### config.mk
export PLATFORM = sky130hd
export DESIGN_NAME = dlfr_ctrl
export DESIGN_NICKNAME = d
export VERILOG_FILES = /design/src/rtl/core/dlfr_pkg.sv /design/src/rtl/core/dlfr_ctrl.sv
export SDC_FILE = /design/constraint.sdc
export NUM_CORES = 1
export LEC_CHECK = 0
export BUFFER_PORTS_ARGS = -buffer_cell sky130_fd_sc_hd__buf_2
export CAP_MARGIN = 10
export CORE_ASPECT_RATIO = 0.9
export CORE_MARGIN = 5
export CORE_UTILIZATION = 37
export DETAILED_ROUTE_END_ITERATION = 7
export GPL_ROUTABILITY_DRIVEN = 0
export PLACE_DENSITY_LB_ADDON = 0.2
export SYNTH_ARGS = -nofsm -noshare
export SYNTH_HDL_FRONTEND = slang
export SYNTH_SLANG_ARGS = --single-unit
### constraint.sdc
create_clock -name aclk -period 2.45 [get_ports aclk]
set_clock_uncertainty 0.2 [all_clocks]
set_input_delay 0.1225 -clock aclk [delete_from_list [all_inputs] [get_ports aclk]]
set_output_delay 0.1225 -clock aclk [all_outputs]
set_load 0.02 [all_outputs]
### src/rtl/core/dlfr_pkg.sv
package dlfr_pkg;

    localparam int DATA_WIDTH  = 16;
    localparam int FRAC_BITS   = 12;
    localparam int ROW_FIELD_W = 6;
    localparam int COL_FIELD_W = 10;

    localparam int CFG_INDEX_WIDTH = 2;
    localparam int CFG_DATA_WIDTH  = 11;
    localparam int IN_COUNT_W      = 11;
    localparam int OUT_COUNT_W     = 7;

    localparam logic [1:0] CMD_WEIGHT     = 2'd0;
    localparam logic [1:0] CMD_BIAS       = 2'd1;
    localparam logic [1:0] CMD_ACTIVATION = 2'd2;

    localparam logic [CFG_INDEX_WIDTH-1:0] REG_INPUT_COUNT  = 2'd0;
    localparam logic [CFG_INDEX_WIDTH-1:0] REG_OUTPUT_COUNT = 2'd1;
    localparam logic [CFG_INDEX_WIDTH-1:0] REG_RELU_ENABLE  = 2'd2;

    typedef struct packed {
        logic [1:0]                   command;
        logic [ROW_FIELD_W-1:0]       row;
        logic [COL_FIELD_W-1:0]       col;
        logic signed [DATA_WIDTH-1:0] data;
        logic                         last;
    } in_item_t;

    typedef struct packed {
        logic [ROW_FIELD_W-1:0]       row_index;
        logic signed [DATA_WIDTH-1:0] value;
        logic                         saturated;
        logic                         last_row;
    } out_item_t;

    typedef struct packed {
        logic take_item;
        logic bias_read;
        logic acc_init;
        logic mac_issue;
        logic out_load;
        logic out_last;
    } ctrl_t;

endpackage

### src/rtl/core/dlfr_ctrl.sv
module dlfr_ctrl #(
    parameter int MAX_INPUTS  = 1024,
    parameter int MAX_OUTPUTS = 64
) (
    input  logic                                  aclk,
    input  logic                                  aresetn,
    input  logic                                  s_valid,
    output logic                                  s_ready,
    input  dlfr_pkg::in_item_t                    s_item,
    input  logic [dlfr_pkg::IN_COUNT_W-1:0]       input_count,
    input  logic [dlfr_pkg::OUT_COUNT_W-1:0]      output_count,
    input  logic                                  out_free,
    output dlfr_pkg::ctrl_t                       ctrl,
    output logic [((MAX_OUTPUTS > 1) ? $clog2(MAX_OUTPUTS) : 1)-1:0] row_sel,
    output logic [((MAX_INPUTS > 1) ? $clog2(MAX_INPUTS) : 1)-1:0]   col_sel
);

    localparam int RW  = (MAX_OUTPUTS > 1) ? $clog2(MAX_OUTPUTS) : 1;
    localparam int CW  = (MAX_INPUTS > 1) ? $clog2(MAX_INPUTS) : 1;
    localparam int NW0 = $clog2(MAX_INPUTS + 1);
    localparam int NW  = ((NW0 > dlfr_pkg::IN_COUNT_W) ? NW0 : dlfr_pkg::IN_COUNT_W) + 1;
    localparam int OW  = dlfr_pkg::OUT_COUNT_W + 1;

    typedef enum logic [2:0] {
        ST_IDLE,
        ST_BIAS,
        ST_INIT,
        ST_ISSUE,
        ST_DRAIN1,
        ST_DRAIN2,
        ST_OUTPUT
    } state_t;

    state_t          state_reg;
    logic [RW-1:0]   row_reg;
    logic [CW-1:0]   col_reg;
    logic [NW-1:0]   n_in;
    logic [OW-1:0]   n_out;
    logic            row_last;
    logic            col_last;
    logic            start;

    always_comb begin
        n_in  = (NW'(input_count) > NW'(MAX_INPUTS)) ? NW'(MAX_INPUTS) : NW'(input_count);
        n_out = (OW'(output_count) > OW'(MAX_OUTPUTS)) ? OW'(MAX_OUTPUTS) : OW'(output_count);
        row_last = (OW'(row_reg) + OW'(1)) == n_out;
        col_last = (NW'(col_reg) + NW'(1)) == n_in;
    end

    assign s_ready = (state_reg == ST_IDLE);
    assign start   = s_valid && s_ready && (s_item.command == dlfr_pkg::CMD_ACTIVATION)
                     && s_item.last && (n_out != '0);

    always_comb begin
        ctrl.take_item = s_valid && s_ready;
        ctrl.bias_read = (state_reg == ST_BIAS);
        ctrl.acc_init  = (state_reg == ST_INIT);
        ctrl.mac_issue = (state_reg == ST_ISSUE);
        ctrl.out_load  = (state_reg == ST_OUTPUT) && out_free;
        ctrl.out_last  = row_last;
    end

    assign row_sel = row_reg;
    assign col_sel = col_reg;

    always_ff @(posedge aclk) begin
        if (!aresetn) begin
            state_reg <= ST_IDLE;
            row_reg   <= '0;
            col_reg   <= '0;
        end else begin
            unique case (state_reg)
                ST_IDLE: begin
                    if (start) begin
                        row_reg   <= '0;
                        state_reg <= ST_BIAS;
                    end
                end
                ST_BIAS: begin
                    col_reg   <= '0;
                    state_reg <= ST_INIT;
                end
                ST_INIT: begin
                    state_reg <= (n_in == '0) ? ST_OUTPUT : ST_ISSUE;
                end
                ST_ISSUE: begin
                    if (col_last) begin
                        state_reg <= ST_DRAIN1;
                    end else begin
                        col_reg <= col_reg + CW'(1);
                    end
                end
                ST_DRAIN1: begin
                    state_reg <= ST_DRAIN2;
                end
                ST_DRAIN2: begin
                    state_reg <= ST_OUTPUT;
                end
                ST_OUTPUT: begin
                    if (out_free) begin
                        if (row_last) begin
                            state_reg <= ST_IDLE;
                        end else begin
                            row_reg   <= row_reg + RW'(1);
                            state_reg <= ST_BIAS;
                        end
                    end
                end
                default: begin
                    state_reg <= ST_IDLE;
                end
            endcase
        end
    end

endmodule

==> results of run 1 <==
[worst paths after layout]
path,to,slack [ns],cells past startpoint
max,row_sel[3],-0.23,10
min,row_sel[1],0.06,3
max reg2reg,row_sel[3],-0.23,10
min reg2reg,row_sel[5],0.36,2
[layout make-up]
cell class	instances	area [um2]	share of cell area, %
Inverter	6	22.5	0.757
Clock inverter	1	5.00	0.168
Sequential cell	19	419	14.1
Timing Repair Buffer	105	731	24.6
Multi-Input combinational cell	211	1670	56.2
Tap cell	67	83.8	2.82
Clock buffer	3	41.3	1.39
[power breakdown]
group	leakage (nW)	internal [mW]	switching, mW	total, mW
Sequential	0.163	0.304	0.0131	0.317
Clock	0.0255	0.113	0.115	0.228
Combinational	1.02	0.0968	0.121	0.218
Total	1.21	0.514	0.249	0.764
[worst max-delay path, delay by kind of cell (launching register included)]
family / cells / cell delay [ns]
AOI/OAI and AO/OA: 3 / 0.63
xor gates and xnor gates: 1 / 0.23
adders and majority gates: 1 / 0.16
buffers and inverters: 2 / 0.31
DFF: 1 / 0.38
and+or+nand+nor: 3 / 0.68
[cells by family after synthesis]
group           count (synthesis)  share of synthesized area (%)
simple gates                  125                           37.1
xor+xnor                       16                           8.70
mux                             2                           1.09
compound gates                 66                           24.6
buf+inv                        31                           7.74
fa+ha+maj                       2                           1.28
flops                          19                           19.4
[per-stage QoR]
step           total power [mW]  hold WS [ns]  instance area (um2)  utilization (%)  setup slack, ns
3_5_place_dp              0.514         0.308                 2620             50.5          -0.0471
5_1_grt                   0.805        0.0602                 2970             57.3           -0.351
6_report                  0.764        0.0571                 2970             57.3           -0.230
3_3_place_gp              0.511         0.309                 2620             50.5          -0.0485
4_1_cts                   0.755        0.0436                 2830             54.6           -0.140
2_1_floorplan             0.436         0.172                 2120                -         -0.00622
[cells in the final DEF (no fill, tap or decap), types with 8 or more instances in the layout]
cell type / netlist / routed
buf_4: 8 / 49
buf_2: 4 / 46
nand4_1: 13 / 13
nand2_1: 17 / 16
a21oi_1: 11 / 8
nor2_1: 18 / 18
buf_6: 0 / 8
nand3_1: 24 / 20
o211ai_1: 12 / 12
dfxtp_4: 0 / 9
[per-layer routing]
layer / wire (um) / global-route usage (%) / share of wire, %
met2: 2990 / 27.8 / 45
met1: 3280 / 29.2 / 50
met3: 298 / 3.22 / 4.5
met5: 0 / 0 / 0
met4: 37 / 2.49 / 0.56
[what timing repair did]
action                                  in CTS  in global routing
resized for setup                           20                 23
cloned                                       2                  0
hold buffers                                 0                  0
buffers inserted                             7                  4
endpoints found under the setup margin      11                 20
pin swaps                                   11                 19
==> summary.md, run 1 <==
| Metric | Value |
|---|---|
| Status | `complete, but fails checks` |
| Failing checks | `setup timing` |
| Max FO, Critical Path | `6` |
| Largest cells by area after synthesis | `dfxtp_1, nand3_1, o211ai_1` |
| Initial antenna violation count | `0` |
| Vias | `2384` |
| Slowest CP cell | `or4_1` |
| Synthesized flop and latch total | `19` |
| Row cnt | `25` |
| Root Buffer | `clkbuf_8` |
| Fin. Hold Viols | `0` |
| Largest net degree at the start of global routing | `14` |
| Die Wd | `between 80 and 90 um` |
| Clock sinks | `19` |
| Final worst slack | `-0.230 ns` |
| Vias in the first global route | `about 2100` |
| Seq/Total Area, Yosys | `19.4%` |
| Remaining global-route overflow | `0` |
| CP cell instances | `ha_4 > nand3_4 > xnor2_4 > nor2_1 > o31ai_2 > a2111oi_4 > buf_4 > buf_4 > or4_1 > a31oi_1` |
| Total Neg Setup Slack | `-1.88 ns` |
| Die Height | `79.0 um` |
| Unique masters post-synth | `60` |
| WP data arrival | `2.66 ns` |
| Fillcell total | `488` |
| # diodes | `0` |
| Hpwl dp | `4840 um` |
| Setup crit end kind | `flop` |
| Count leader, synth | `nand3_1` |
| Initial DRC count | `163` |
| Synth top area share | `19.4%` |
| Vias per cell | `just under 6` |
| PwrDens | `257 mW/mm2` |
| Final Slew Violations | `0` |
| First-pass DRT Iterations | `4` |
| Reg-to-reg startpoint | `row_sel[0]` |
| Headroom to the max-slew limit | `69.5%` |
| Max-cap viol count | `0` |
| GRT Total Usage | `18.9%` |
| Initial core utilization | `a little under two fifths` |
| Fmax | `roughly 370 MHz` |
| Post-synth EDFFs | `0` |
| Worst-Skew Late Latency | `between 0.2 and 0.3 ns` |
| Synth cell count leaders | `nand3_1, dfxtp_1, nor2_1` |
| Area Overhead vs Synth | `52.1%` |
| Core area | `0.00519 mm2` |
| Clock Path Buffers | `2` |
| Worst VDD drop | `0.000307 V` |
| Port bufs | `47` |
| Number of CTS-inserted buffers | `3` |
| Worst-margin pin slew | `0.453 ns` |
| P_leak | `1.21 nW` |
| Final Critical Period | `2.68 ns` |
| Worst Setup SP | `row_sel[0]` |
| Synth async-reset ratio | `0%` |
| Layout Nets | `405` |
| Hold Path Class | `primary input to flop` |
| Mapped Cells | `261` |
| Clock-pin slew on the worst setup and hold paths | `about 0.080 ns` |
| Share of cells above drive strength 1 | `46.7%` |
| Synth Area per Inst | `between 7 and 8 um2` |
| IO Pins | `80` |
| Synth warn | `0` |
| Hold Crit Start | `aresetn` |
| DRC errors left | `0` |
| Non-filler cells in the finished layout | `412` |
| CTS tree | `built` |
| Area of the die | `roughly 0.0068 mm2` |
| Yosys top cell by area | `dfxtp_1` |
| Crit-path most repeated cell | `buf_4` |
| Worst path max stage delay | `around 0.46 ns` |
| Post-DRT Antenna Nets | `0` |
| Flip-flop count of the largest register after layout | `10` |
| Data required time of the critical path | `between 2 and 2.5 ns` |
| Final setup viols | `19` |
| DR WL/cell | `16.0 um` |
| DP Cell Count | `just under 400` |
| Tcrit/Tclk final | `109%` |
| RSZ-0062 raised after global routing | `yes` |
| WS Path Type | `flop to flop` |
| Final wirelength | `6600 um` |
| Synthesized net count | `320` |
| First-pass GRT wire length | `10500 um` |
| H-Tree Depth | `1` |
| Synth Cell Area | `about 0.0020 mm2` |
| Most used DFF post-synth | `dfxtp_1` |
| Startpoint Class | `flop` |
No activity file was read; power rests on OpenSTA's default activity.
==> run 2, diff against run 1 <==
--- a/config.mk
+++ b/config.mk
@@ -6,9 +6,8 @@
 export NUM_CORES = 1
 export LEC_CHECK = 0
 export BUFFER_PORTS_ARGS = -buffer_cell sky130_fd_sc_hd__buf_2
-export CAP_MARGIN = 10
 export CORE_ASPECT_RATIO = 0.9
-export CORE_MARGIN = 5
+export CORE_MARGIN = 10
 export CORE_UTILIZATION = 37
 export DETAILED_ROUTE_END_ITERATION = 7
 export GPL_ROUTABILITY_DRIVEN = 0
==> run 2 against run 1 <==
The flow still finishes with violations (setup timing). Setup slack better by 0.078 ns. Register-to-register slack better by 0.08 ns. Non-clock buffer count is 5 higher. Count of clock-buffer cells in the layout stayed put. Via count hardly changed. Hold slack worse by 0.0078 ns. Largest cell class unchanged. Largest power group unchanged. Combinational power is 4% lower. First-iteration DRC count is 19% lower. Final cell count is 1.2% higher. Clock power is 2% lower. Cell area is 1.7% higher. Core utilization is 0.96 points higher.
==> summary.md, run 2 (synthesis gave the netlist of run 1 again) <==
| Metric | Value |
|---|---|
| DRC errors left | `0 (unchanged)` |
| Final setup viols | `16 (-3)` |
| # diodes | `0 (unchanged)` |
| PwrDens | `248 mW/mm2 (-3.5%)` |
| Worst R2R Setup Slack | `-0.15 ns (+0.08 ns)` |
| CTS tree | `built` |
| Initial antenna violation count | `0 (unchanged)` |
| RSZ-0062 raised after global routing | `yes` |
| Die Height | `89.0 um (+13%)` |
| First-pass DRT Iterations | `4 (unchanged)` |
| Area of the die | `0.00860 mm2 (+26%)` |
| Commonest non-fill, non-tap cell in the layout | `buf_4` |
| Vias per cell | `5.72 (-1.1%)` |
| Failing checks | `setup timing` |
| IO Pins | `80 (unchanged)` |
| GR met2 Demand/Resource | `24.6% (-3.3 points)` |
| Die Wd | `96.6 um (+12%)` |
| Data required time of the critical path | `2.45 ns (+0.02 ns)` |
| DP Cell Count | `403 (+1.5%)` |
| Vias | `2386 (+0.084%)` |
| Row cnt | `25 (unchanged)` |
| First-pass GRT wire length | `10700 um (+2.2%)` |
| Share of cells above drive strength 1 | `47.1% (+0.48 points)` |
| H-Tree Depth | `1 (unchanged)` |
| Worst path top cell family by delay | `simple AND/OR/NAND/NOR gates` |
| Reg-to-reg startpoint | `col_sel[8]` |
| Core area | `0.00519 mm2 (unchanged)` |
| GR peak layer | `met2` |
| WS Path Type | `flop to flop` |
| P_leak | `1.23 nW (+2.0%)` |
| R2R Path End | `col_sel[6]` |
| Root Buffer | `clkbuf_8` |
| Fillcell total | `482 (-1.2%)` |
| Cells on worst reg2reg path | `9 (-1)` |
| Fin. Hold Viols | `0 (unchanged)` |
| Headroom to the max-slew limit | `70.5% (+0.99 points)` |
| Final Slew Violations | `0 (unchanged)` |
| Clock Path Buffers | `2 (unchanged)` |
| Initial core utilization | `37.7% (unchanged)` |
| Worst Setup SP | `col_sel[8]` |
| Largest net degree at the start of global routing | `14 (unchanged)` |
| Clock-pin slew on the worst setup and hold paths | `0.07 ns (about the same)` |
| Fmax | `384 MHz (+3.0%)` |
| Initial DRC count | `132 (-19%)` |
| Crit. path cell count | `9 (-1)` |
| Area Overhead vs Synth | `54.6%` |
| Worst VDD drop | `0.000275 V (-10%)` |
| CP cell instances | `buf_6 > nand2_4 > or4_4 > nand4_1 > nand4_1 > or4b_4 > buf_6 > a211oi_2 > a211o_1` |
| Hpwl dp | `5040 um (+4.3%)` |
| Port bufs | `47 (unchanged)` |
| Worst-margin pin slew | `0.440 ns (-0.0124 ns)` |
| Setup crit end kind | `flop` |
| Number of CTS-inserted buffers | `3 (unchanged)` |
| Post-DRT Antenna Nets | `0 (unchanged)` |
| Slowest CP cell | `or4b_4` |
| Max FO, Critical Path | `5 (-1)` |
| Clock sinks | `19 (unchanged)` |
| Final worst slack | `-0.152 ns (+0.0776 ns)` |
| Worst-Skew Late Latency | `0.26 ns (about the same)` |
| Met3 Use GR | `3.55% (+0.34 points)` |
| Flip-flop count of the largest register after layout | `10 (unchanged)` |
| Startpoint Class | `flop` |
| Final wirelength | `6720 um (+1.9%)` |
| Most frequent cells in the layout | `buf_4, buf_2, nor2_1, nand3_1, nand2_1` |
| Final Critical Period | `2.60 ns (-0.0776 ns)` |
| Max-cap viol count | `0 (unchanged)` |
| Status | `complete, but fails checks` |
| WP data arrival | `2.61 ns (-0.05 ns)` |
| Layout Nets | `410 (+1.2%)` |
| Worst path max stage delay | `0.60 ns (+0.14 ns)` |
| GRT Total Usage | `14.6% (-4.3 points)` |
| Remaining global-route overflow | `0 (unchanged)` |
| GR Util met1 | `18.6% (-11 points)` |
| Worst setup path endpoint | `col_sel[6]` |
| Fin Hold WS | `0.0492 ns (-0.00782 ns)` |
| Vias in the first global route | `2256 (+6.7%)` |
| DR WL/cell | `16.1 um (+0.67%)` |
| Tcrit/Tclk final | `106% (-3.2 points)` |
| Hold Path Class | `primary input to flop` |
| Non-filler cells in the finished layout | `417 (+1.2%)` |
| CP Buf/Inv Count | `2 (unchanged)` |
==> run 2: cell types whose count changed in the layout (fill, tap and decap cells not counted), sizes merged <==
cell	delta
buf	+5
==> run 2: tightest hold or removal path, stage by stage <==
cell and delay, ns:
buf_2 0.19, nand2_1 0.09, mux2i_1 0.06
==> run 2: area by class of cell <==
cell class	instances	area [um2]	area share, %
well taps	67	83.8	2.77
clock buffers	3	41.3	1.37
inverters	6	22.5	0.745
flip-flops and latches	19	419	13.9
multi-input cells	211	1700	56.1
clock inverters	1	5.00	0.165
repair buffers	110	757	25.0
==> run 2: per-stage QoR <==
stage / setup TNS, ns / power [mW] / cell area [um2] / setup WS (ns) / utilization (%)
after global routing: -3.29 / 0.795 / 3020 / -0.248 / 58.2
after global placement: -0.538 / 0.513 / 2680 / -0.109 / 51.6
after floorplan: -0.00622 / 0.436 / 2120 / -0.00622 / -
after CTS: -0.706 / 0.749 / 2920 / -0.119 / 56.1
after detailed placement: -0.551 / 0.516 / 2680 / -0.0966 / 51.6
final: -1.16 / 0.749 / 3020 / -0.152 / 58.2
==> run 2: power breakdown <==
| group | leakage, nW | internal (mW) | switching, mW |
|---|---|---|---|
| registers | 0.163 | 0.304 | 0.0125 |
| clock network | 0.0255 | 0.113 | 0.110 |
| logic | 1.04 | 0.0942 | 0.115 |
==> run 2: what timing repair did <==
action | 4_1_cts | 5_1_grt
pin swaps | 20 | 18
buffers inserted | 8 | 1
setup endpoints to repair | 18 | 20
hold buffers | 0 | 0
cloned | 2 | 0
gates resized for setup | 27 | 20
==> run 2: how the worst min path moves through the flow <==
stage	startpoint	end	slack (ns)	cells past startpoint
6_report	aresetn	row_sel[1]	0.05	3
3_3_place_gp	aresetn	row_sel[1]	0.30	3
5_1_grt	aresetn	col_sel[8]	0.06	3
3_5_place_dp	aresetn	row_sel[1]	0.32	3
2_1_floorplan	out_free	row_sel[3]	0.17	3
4_1_cts	aresetn	row_sel[1]	0.04	3
==> run 2: layer usage <==
layer,vias to the layer above,wire [um]
li1,1182,-
met1,1119,3110
met2,74,3110
met3,11,430
met4,0,77
met5,-,0
